File: config.mk
export PLATFORM = sky130hd
export DESIGN_NAME = square_char_grid_rotate_transpose_unit
export DESIGN_NICKNAME = d
export VERILOG_FILES = /design/src/rtl/sqgrt_pkg.sv /design/src/rtl/sqgrt_pick.sv /design/src/rtl/square_char_grid_rotate_transpose_unit.sv
export SDC_FILE = /design/constraint.sdc
export NUM_CORES = 2
export LEC_CHECK = 0
export BUFFER_PORTS_ARGS = -buffer_cell sky130_fd_sc_hd__clkbuf_2
export CAP_MARGIN = 10
export CORE_ASPECT_RATIO = 2
export CORE_MARGIN = 1.5
export CORE_UTILIZATION = 25
export CTS_BUF_LIST = sky130_fd_sc_hd__clkbuf_4 sky130_fd_sc_hd__clkbuf_8
export DETAILED_ROUTE_END_ITERATION = 12
export PLACE_DENSITY = 0.4
export SLEW_MARGIN = 15
export SYNTH_ARGS = -nofsm -noshare
export SYNTH_HDL_FRONTEND = slang
export SYNTH_SLANG_ARGS = --single-unit
File: constraint.sdc
create_clock -name clk_i -period 11.05 [get_ports clk_i]
set_clock_uncertainty 0.15 [all_clocks]
set_input_delay 2.21 -clock clk_i [delete_from_list [all_inputs] [get_ports clk_i]]
set_output_delay 2.21 -clock clk_i [all_outputs]
set_load 0.05 [all_outputs]
File: src/rtl/sqgrt_pkg.sv
// Package for the square character grid rotate/transpose unit.
// Holds request/response payload types, the phase type and fixed character codes.
// No dependencies.
`timescale 1ns / 1ps

package sqgrt_pkg;

  // Command codes carried by a request.
  localparam logic CMD_LOAD = 1'b0;
  localparam logic CMD_PULL = 1'b1;

  // Transform mode codes of the configuration register (code 3 acts as anti-transpose).
  localparam logic [1:0] MODE_ANTI = 2'd0;
  localparam logic [1:0] MODE_ROT  = 2'd1;
  localparam logic [1:0] MODE_SIDE = 2'd2;

  // Fixed characters.
  localparam logic [7:0] CHAR_NL  = 8'd10;
  localparam logic [7:0] CHAR_BAR = 8'd124;
  localparam logic [7:0] CHAR_NUL = 8'd0;

  // Phase of the unit.
  typedef enum logic [1:0] {
    PH_LOADING  = 2'd0,
    PH_EMITTING = 2'd1,
    PH_DONE     = 2'd2
  } phase_e;

  // Input request payload.
  typedef struct packed {
    logic       cmd;
    logic [7:0] in_char;
    logic       final_byte;
  } in_req_t;

  // Output response payload.
  typedef struct packed {
    logic [7:0] out_char;
    logic       is_last;
    logic       out_valid;
    logic       size_overflow;
  } out_rsp_t;

  // Source selection for one output byte: from the grid store or a literal.
  typedef struct packed {
    logic       use_mem;
    logic [7:0] lit;
  } pick_t;

endpackage

File: src/rtl/sqgrt_pick.sv
// Address generator: maps an output row/column to a grid store address or a separator.
// Also gives the row length of the current mode. Depends on sqgrt_pkg.
`timescale 1ns / 1ps

module sqgrt_pick #(
  parameter int MAX_SIDE = 16
) (
  input  logic [1:0]                    mode_i,
  input  logic [$clog2(MAX_SIDE+1)-1:0] side_i,
  input  logic [((MAX_SIDE > 1) ? $clog2(MAX_SIDE) : 1)-1:0] row_i,
  input  logic [$clog2(3*MAX_SIDE+3)-1:0] col_i,
  output logic [$clog2(3*MAX_SIDE+3)-1:0] len_o,
  output sqgrt_pkg::pick_t                pick_o,
  output logic [((MAX_SIDE > 1) ? $clog2(MAX_SIDE*MAX_SIDE) : 1)-1:0] addr_o
);

  localparam int SW    = $clog2(MAX_SIDE+1);
  localparam int IdxW  = (MAX_SIDE > 1) ? $clog2(MAX_SIDE) : 1;
  localparam int CW    = $clog2(3*MAX_SIDE+3);
  localparam int AddrW = (MAX_SIDE > 1) ? $clog2(MAX_SIDE*MAX_SIDE) : 1;

  logic [CW-1:0]   n_x;
  logic [CW-1:0]   n2_x;
  logic [SW-1:0]   nm1r;
  logic [IdxW-1:0] src_r;
  logic [IdxW-1:0] src_c;

  assign n_x  = CW'(side_i);
  assign n2_x = CW'(n_x + n_x);
  assign nm1r = SW'(side_i - SW'(1) - SW'(row_i));

  // Row length: three segments plus two separators in side-by-side mode.
  assign len_o = (mode_i == sqgrt_pkg::MODE_SIDE) ? CW'(n2_x + n_x + CW'(2)) : n_x;

  // Pick the source position of the byte at (row, col).
  always_comb begin
    logic [CW-1:0] cp;
    logic [CW-1:0] nm1c;
    cp          = col_i;
    pick_o.use_mem = 1'b1;
    pick_o.lit  = sqgrt_pkg::CHAR_NUL;
    src_r       = '0;
    src_c       = '0;
    nm1c        = '0;
    if (mode_i == sqgrt_pkg::MODE_ROT) begin
      src_r = IdxW'(cp);
      src_c = IdxW'(nm1r);
    end else if (mode_i != sqgrt_pkg::MODE_SIDE) begin
      nm1c  = CW'(n_x - CW'(1) - cp);
      src_r = IdxW'(nm1c);
      src_c = IdxW'(nm1r);
    end else if (col_i < n_x) begin
      // Original row.
      src_r = row_i;
      src_c = IdxW'(cp);
    end else if (col_i == n_x || col_i == CW'(n2_x + CW'(1))) begin
      pick_o.use_mem = 1'b0;
      pick_o.lit     = sqgrt_pkg::CHAR_BAR;
    end else if (col_i < CW'(n2_x + CW'(1))) begin
      // Anti-transposed segment.
      cp    = CW'(col_i - n_x - CW'(1));
      nm1c  = CW'(n_x - CW'(1) - cp);
      src_r = IdxW'(nm1c);
      src_c = IdxW'(nm1r);
    end else begin
      // Rotated segment.
      cp    = CW'(col_i - n2_x - CW'(2));
      src_r = IdxW'(cp);
      src_c = IdxW'(nm1r);
    end
  end

  assign addr_o = AddrW'(AddrW'(src_r) * AddrW'(MAX_SIDE) + AddrW'(src_c));

endmodule

File: src/rtl/square_char_grid_rotate_transpose_unit.sv
// Top level of the square character grid rotate/transpose unit.
// Uses sqgrt_pkg and the address generator sqgrt_pick; holds the grid store.
`timescale 1ns / 1ps

// Usage:
// Requests enter on the in channel (valid/ready, payload in_req_i). A load request
// writes one byte of the grid text; newline separates rows and final_byte ends the
// grid. Each pull request returns exactly one response on the out channel
// (valid/ready, payload out_rsp_o): the next byte of the transformed text, or an
// invalid byte (out_valid clear) when no text is available. Loads give no response.
// The transform mode is written through cfg_we_i/cfg_wdata_i; the user must do so
// only while the unit is idle, as the unit does not enforce it. Throughput is one
// request per cycle while the out channel does not stall. A pull reads the grid store
// into the read stage, which then loads the output register once that is free.
// The side is set by the first row, up to MAX_SIDE.
// Reset clears all counters and the mode and returns to loading; the grid store is
// not cleared and holds stale bytes. When the receiver stalls, the output register
// and the read stage fill and in_ready_o drops until the response is taken.
module square_char_grid_rotate_transpose_unit #(
  parameter int MAX_SIDE = 16
) (
  input  logic                clk_i,
  input  logic                rst_ni,
  input  logic                in_valid_i,
  output logic                in_ready_o,
  input  sqgrt_pkg::in_req_t  in_req_i,
  output logic                out_valid_o,
  input  logic                out_ready_i,
  output sqgrt_pkg::out_rsp_t out_rsp_o,
  input  logic                cfg_we_i,
  input  logic [1:0]          cfg_wdata_i
);

  localparam int SW    = $clog2(MAX_SIDE+1);
  localparam int IdxW  = (MAX_SIDE > 1) ? $clog2(MAX_SIDE) : 1;
  localparam int LcW   = $clog2(MAX_SIDE+2);
  localparam int CW    = $clog2(3*MAX_SIDE+3);
  localparam int AddrW = (MAX_SIDE > 1) ? $clog2(MAX_SIDE*MAX_SIDE) : 1;
  localparam int Depth = MAX_SIDE * MAX_SIDE;

  // State registers.
  sqgrt_pkg::phase_e phase_q, phase_d;
  logic [SW-1:0]     side_q, side_d;
  logic [SW-1:0]     load_row_q, load_row_d;
  logic [LcW-1:0]    load_col_q, load_col_d;
  logic [IdxW-1:0]   emit_row_q, emit_row_d;
  logic [CW-1:0]     emit_col_q, emit_col_d;
  logic              ovf_q, ovf_d;
  logic [1:0]        mode_q;

  // Read stage and output register.
  logic              s1_v_q, s1_v_d;
  sqgrt_pkg::pick_t  s1_pick_q, s1_pick_d;
  logic              s1_last_q, s1_last_d;
  logic              s1_ok_q, s1_ok_d;
  logic              s1_ovf_q, s1_ovf_d;
  logic              out_v_q;
  sqgrt_pkg::out_rsp_t out_rsp_q;
  logic [7:0]        rdata_q;

  // Grid store.
  logic [7:0]        mem_q [Depth];
  logic              mem_we;
  logic [AddrW-1:0]  mem_waddr;
  logic              mem_re;

  logic              in_acc;
  logic              out_free;
  logic              s1_move;

  logic [CW-1:0]     len;
  sqgrt_pkg::pick_t  pick;
  logic [AddrW-1:0]  pick_addr;

  // Handshake.
  assign out_free   = !out_v_q || out_ready_i;
  assign s1_move    = s1_v_q && out_free;
  assign in_ready_o = !s1_v_q || out_free;
  assign in_acc     = in_valid_i && in_ready_o;

  sqgrt_pick #(
    .MAX_SIDE(MAX_SIDE)
  ) u_pick (
    .mode_i (mode_q),
    .side_i (side_q),
    .row_i  (emit_row_q),
    .col_i  (emit_col_q),
    .len_o  (len),
    .pick_o (pick),
    .addr_o (pick_addr)
  );

  // Next state of the loader and emitter for one accepted request.
  always_comb begin
    logic last_row;
    phase_d    = phase_q;
    side_d     = side_q;
    load_row_d = load_row_q;
    load_col_d = load_col_q;
    emit_row_d = emit_row_q;
    emit_col_d = emit_col_q;
    ovf_d      = ovf_q;
    mem_we     = 1'b0;
    mem_waddr  = '0;
    mem_re     = 1'b0;
    s1_pick_d  = '{use_mem: 1'b0, lit: sqgrt_pkg::CHAR_NUL};
    s1_last_d  = 1'b0;
    s1_ok_d    = 1'b0;
    s1_ovf_d   = ovf_q;
    last_row   = (SW'(emit_row_q) + SW'(1)) >= side_q;
    if (in_acc && in_req_i.cmd == sqgrt_pkg::CMD_LOAD) begin
      // A load after loading has ended starts a new grid.
      if (phase_q != sqgrt_pkg::PH_LOADING) begin
        side_d     = '0;
        load_row_d = '0;
        load_col_d = '0;
        ovf_d      = 1'b0;
        phase_d    = sqgrt_pkg::PH_LOADING;
      end
      if (in_req_i.in_char == sqgrt_pkg::CHAR_NL) begin
        if (load_col_d != '0) begin
          if (load_row_d == '0) begin
            side_d = (load_col_d > LcW'(MAX_SIDE)) ? SW'(MAX_SIDE) : SW'(load_col_d);
          end
          if (load_row_d < SW'(MAX_SIDE)) begin
            load_row_d = SW'(load_row_d + SW'(1));
          end
          load_col_d = '0;
        end
      end else begin
        if (load_row_d < SW'(MAX_SIDE) && load_col_d < LcW'(MAX_SIDE)) begin
          mem_we    = 1'b1;
          mem_waddr = AddrW'(AddrW'(load_row_d[IdxW-1:0]) * AddrW'(MAX_SIDE)
                      + AddrW'(load_col_d[IdxW-1:0]));
        end else begin
          ovf_d = 1'b1;
        end
        if (load_col_d <= LcW'(MAX_SIDE)) begin
          load_col_d = LcW'(load_col_d + LcW'(1));
        end
      end
      if (in_req_i.final_byte) begin
        if (load_row_d == '0) begin
          side_d = (load_col_d > LcW'(MAX_SIDE)) ? SW'(MAX_SIDE) : SW'(load_col_d);
        end
        emit_row_d = '0;
        emit_col_d = '0;
        phase_d    = (side_d == '0) ? sqgrt_pkg::PH_DONE : sqgrt_pkg::PH_EMITTING;
      end
    end else if (in_acc && phase_q == sqgrt_pkg::PH_EMITTING) begin
      if (emit_col_q >= len) begin
        // End of row: newline, or end of text on the last row.
        if (last_row) begin
          phase_d = sqgrt_pkg::PH_DONE;
        end else begin
          s1_ok_d        = 1'b1;
          s1_pick_d.lit  = sqgrt_pkg::CHAR_NL;
          emit_row_d     = IdxW'(emit_row_q + IdxW'(1));
          emit_col_d     = '0;
        end
      end else begin
        s1_ok_d   = 1'b1;
        s1_pick_d = pick;
        mem_re    = pick.use_mem;
        if (last_row && CW'(emit_col_q + CW'(1)) == len) begin
          s1_last_d = 1'b1;
          phase_d   = sqgrt_pkg::PH_DONE;
        end
        emit_col_d = CW'(emit_col_q + CW'(1));
      end
    end
  end

  // Read stage occupancy.
  always_comb begin
    s1_v_d = s1_v_q;
    if (in_acc && in_req_i.cmd == sqgrt_pkg::CMD_PULL) begin
      s1_v_d = 1'b1;
    end else if (s1_move) begin
      s1_v_d = 1'b0;
    end
  end

  // Control registers.
  always_ff @(posedge clk_i or negedge rst_ni) begin
    if (!rst_ni) begin
      phase_q    <= sqgrt_pkg::PH_LOADING;
      side_q     <= '0;
      load_row_q <= '0;
      load_col_q <= '0;
      emit_row_q <= '0;
      emit_col_q <= '0;
      ovf_q      <= 1'b0;
      mode_q     <= sqgrt_pkg::MODE_ANTI;
      s1_v_q     <= 1'b0;
      out_v_q    <= 1'b0;
    end else begin
      phase_q    <= phase_d;
      side_q     <= side_d;
      load_row_q <= load_row_d;
      load_col_q <= load_col_d;
      emit_row_q <= emit_row_d;
      emit_col_q <= emit_col_d;
      ovf_q      <= ovf_d;
      s1_v_q     <= s1_v_d;
      if (cfg_we_i) begin
        mode_q <= cfg_wdata_i;
      end
      if (s1_move) begin
        out_v_q <= 1'b1;
      end else if (out_ready_i) begin
        out_v_q <= 1'b0;
      end
    end
  end

  // Payload of the read stage; captured with each accepted pull.
  always_ff @(posedge clk_i) begin
    if (in_acc && in_req_i.cmd == sqgrt_pkg::CMD_PULL) begin
      s1_pick_q <= s1_pick_d;
      s1_last_q <= s1_last_d;
      s1_ok_q   <= s1_ok_d;
      s1_ovf_q  <= s1_ovf_d;
    end
  end

  // Grid store: one write port, one registered read port.
  always_ff @(posedge clk_i) begin
    if (mem_we) begin
      mem_q[mem_waddr] <= in_req_i.in_char;
    end
    if (mem_re) begin
      rdata_q <= mem_q[pick_addr];
    end
  end

  // Output register.
  always_ff @(posedge clk_i) begin
    if (s1_move) begin
      out_rsp_q.out_char      <= s1_pick_q.use_mem ? rdata_q : s1_pick_q.lit;
      out_rsp_q.is_last       <= s1_last_q;
      out_rsp_q.out_valid     <= s1_ok_q;
      out_rsp_q.size_overflow <= s1_ovf_q;
    end
  end

  assign out_valid_o = out_v_q;
  assign out_rsp_o   = out_rsp_q;

endmodule
==> impl_metrics.csv <==
group,metric,value,unit
layout,final_cells,11081,
clock_tree,post_cts_buffers,0,
clock_tree,cts_hold_buf,0,
logic_synthesis,synth_edf_count,2075,
worst_setup_path,path_delay_family,"compound AO/OA/AOI/OAI gates",
worst_setup_path,crit_arrival,8.07,ns
worst_setup_path,cp_cell_sequence,"inv_1 > ha_1 > nor2b_1 > o21ai_0 > a41oi_4 > buf_12 > and2_4 > buf_4 > nand2_4 > buf_4 > o22ai_1 > o41ai_1 > a2111oi_0 > nor3_2 > mux2i_1",
worst_setup_path,crit_path_end_kind,"register",
grt,grt_pass1_wl,475000,um
clock_tree,ctsHtreeMaxLevel,5,
die,fp.dieH,833,um
logic_synthesis,avgSynthCellArea,14.0,sq um
timing,fin_crit_sh,68.3,%
logic_synthesis,ys.flop_type,"edfxtp_1",
clock_tree,clk_pin_slew_worst_paths,0.06,ns
logic_synthesis,synthArstFlopShare,1.52,%
min_path,hp-class,"register to register",
routing,wire_per_inst,31.3,um
grt,antenna_found_initial,13,
routing,vias,54557,
worst_setup_path,cp_common_cell,"buf_4",
layout,syn_to_final_growth,13.5,%
timing,fmax,133,MHz
clock_tree,cts_tree,"done",
worst_setup_path,max_stage_delay,0.98,ns
die,dieArea,0.349,sq mm
timing,tightest_slew,1.26,ns
placed_design,dp_cells,10540,
worst_setup_path,crit_type,"register to register",
logic_synthesis,ys_types,83,
placed_design,place.gp.congestion,0.855,
timing,rsz0062_at_grt,"false",
clock_tree,cts_sinks,2107,
routing,drtPass1Iterations,5,
timing,fin_crit,7.54,ns
routing,drtIter0Drc,4439,
clock_tree,ctsResizeCount,0,
routing,drc,0,
grt,first_global_vias,56265,
timing,setup_tns,0,ns
grt,grt_max_degree,149,
grt,overflow,0,
timing,slew_headroom,15.8,%
placed_design,hpwl,217000,um
routing,wirelength,347000,um
clock_tree,clk_path_buf_depth,4,
power,power.total,24.2,mW
placed_design,port_buffers,29,
routing,vias_per_cell,4.92,
logic_synthesis,postSynthRegisterBits,2107,
worst_setup_path,critPathBufInv,4,
die,io_pins,30,
logic_synthesis,netlist.area_leader.share,72.3,%
logic_synthesis,yosys.area.top_type,"edfxtp_1",
logic_synthesis,syn_inst,6156,
flow_run,cap_violations,0,
placed_design,post-place-ws,3.46,ns
routing,postRouteAntennaNets,0,
clock_tree,cts-root-buf,"clkbuf_8",
power,leakagePower,31.6,nW
run_status,status,"finished clean",
die,rows,304,
power,ir_worst_vdd,0.165,mV
logic_synthesis,synth_nets,6225,
die,die_x,418,um
layout,final_util,28.5,%
worst_setup_path,crit_fanout,52,
logic_synthesis,yosysSeqAreaShare,73.2,%
grt,grt_use_total,19.5,%
timing,hold_viol_final,0,
timing,fin_ws,3.51,ns
logic_synthesis,synth_area_leaders,"edfxtp_1 (72%), nand2_1 (5.6%), mux2i_1 (3.9%)",
die,start_util,25.2,%
die,core-area,0.343,sq mm
timing,finalMaxSlewViolations,0,
worst_setup_path,crit_required,11.58,ns
worst_setup_path,cp_slowest_cell,"o41ai_1",
logic_synthesis,synth_area,0.0862,sq mm
logic_synthesis,ys.warnings.count,0,
timing,setup_viol,0,
clock_tree,cts_made_buffers,304,
clock_tree,clock_latency,1.01,ns
layout,layout-drive-gt1-share,11.9,%
power,power_density,247,mW/mm^2
layout,num-nets-final,6325,
worst_setup_path,cp-start-kind,"register",
[Yosys cell counts, drive strengths merged (50+ instances only)]
master / n
nor2: 325
nand2: 1280
a211oi: 74
nand3: 195
nor3: 95
and3: 87
a31oi: 50
clkbuf: 138
mux2i: 336
buf: 267
a21oi: 382
o21ai: 63
o22ai: 147
edfxtp: 2075
a311oi: 62
nor4: 111
[metal layers]
metal	global-route usage, %	up-vias	routed length (um)
met5	0	-	0
met4	11.5	0	22400
met3	2.32	586	14200
met2	37.1	1784	189000
met1	20.4	28694	121000
li1	-	23493	-
[logic make-up after synthesis]
group	synth area share, %
compound gates	7.18
xor+xnor	0.280
buf+inv	2.71
flops	73.2
mux	4.86
simple gates	10.9
fa+ha+maj	0.810
[metrics by stage]
| step | cell area (sq um) | hold WS [ns] |
|---|---|---|
| 6_report | 97800 | 0.278 |
| 5_1_grt | 97800 | 0.296 |
| 4_1_cts | 97800 | 0.275 |
| 3_5_place_dp | 91900 | 0.256 |
| 3_3_place_gp | 91800 | 0.251 |
| 2_1_floorplan | 86200 | 0.250 |
[worst register-to-register path, cell delays in order (launching register included)]
cell	delay, ns
dfrtp_1	0.63
inv_1	0.30
ha_1	0.39
nor2b_1	0.15
o21ai_0	0.52
a41oi_4	0.19
buf_12	0.31
and2_4	0.39
buf_4	0.40
nand2_4	0.71
buf_4	0.60
o22ai_1	0.18
o41ai_1	0.98
a2111oi_0	0.45
nor3_2	0.72
mux2i_1	0.16
[power by group]
group	switching, mW	internal (mW)
registers	0.0308	8.80
logic	6.75	2.22
clock network	3.19	3.20
[placed cells by master (no fill, tap or decap), drive strengths merged, types with 9 or more instances in the layout]
cell / Yosys / routed
diode: 0 / 20
mux2i: 336 / 336
nor2b: 10 / 10
and3: 87 / 87
o221ai: 22 / 22
bufinv: 0 / 12
o22ai: 147 / 147
clkinvlp: 0 / 12
nor4: 111 / 111
inv: 32 / 34
nor2: 325 / 325
dfrtp: 32 / 32
o21ai: 63 / 63
xnor2: 11 / 11
nand4: 27 / 27
nor3: 95 / 95
a32oi: 14 / 14
o211ai: 9 / 9
clkinv: 0 / 93
ha: 47 / 47
or4: 14 / 14
a211oi: 74 / 74
a31oi: 50 / 50
mux2: 9 / 9
clkbuf: 138 / 423
nand2: 1280 / 1280
a311oi: 62 / 62
edfxtp: 2075 / 2075
a2111oi: 29 / 29
buf: 267 / 178
mux4: 32 / 32
nand3: 195 / 195
o41ai: 15 / 15
a21oi: 382 / 382
o31ai: 13 / 13
xor2: 14 / 14
[registers in the layout, summed over array words and instances, names as in the netlist]
register,cells
phase_q,2
load_row_q,5
s1_v_q,1
mode_q,2
emit_row_q,4
s1_last_q,1
out_rsp_o,11
s1_ovf_q,1
ovf_q,1
emit_col_q,6
mem_q,2048
s1_ok_q,1
s1_pick_q,5
out_valid_o,1
rdata_q,8
load_col_q,5
side_q,5
[final timing paths]
| kind | startpoint | end | slack [ns] | cells after the start |
|---|---|---|---|---|
| setup / recovery | side_q[1] | rdata_q[2] | 3.51 | 15 |
| hold / removal | s1_last_q | out_rsp_o[2] | 0.28 | 0 |
| setup reg to reg | side_q[1] | rdata_q[2] | 3.51 | 15 |
| hold reg to reg | s1_last_q | out_rsp_o[2] | 0.28 | 0 |
| max in group asynchronous | rst_ni | mode_q[0] | 8.91 | 1 |
| min in group asynchronous | rst_ni | out_valid_o | 1.18 | 1 |
[layout make-up]
class                           count  area, sq um
Antenna cell                       20         50.0
Fill cell                       34746       245000
Tap cell                         4590         5740
Clock buffer                      402         4960
Inverter                           32          120
Timing Repair Buffer              199         1830
Clock inverter                    119          852
Sequential cell                  2107        63100
Multi-Input combinational cell   3612        21100
No activity file was read; power rests on OpenSTA's default activity.
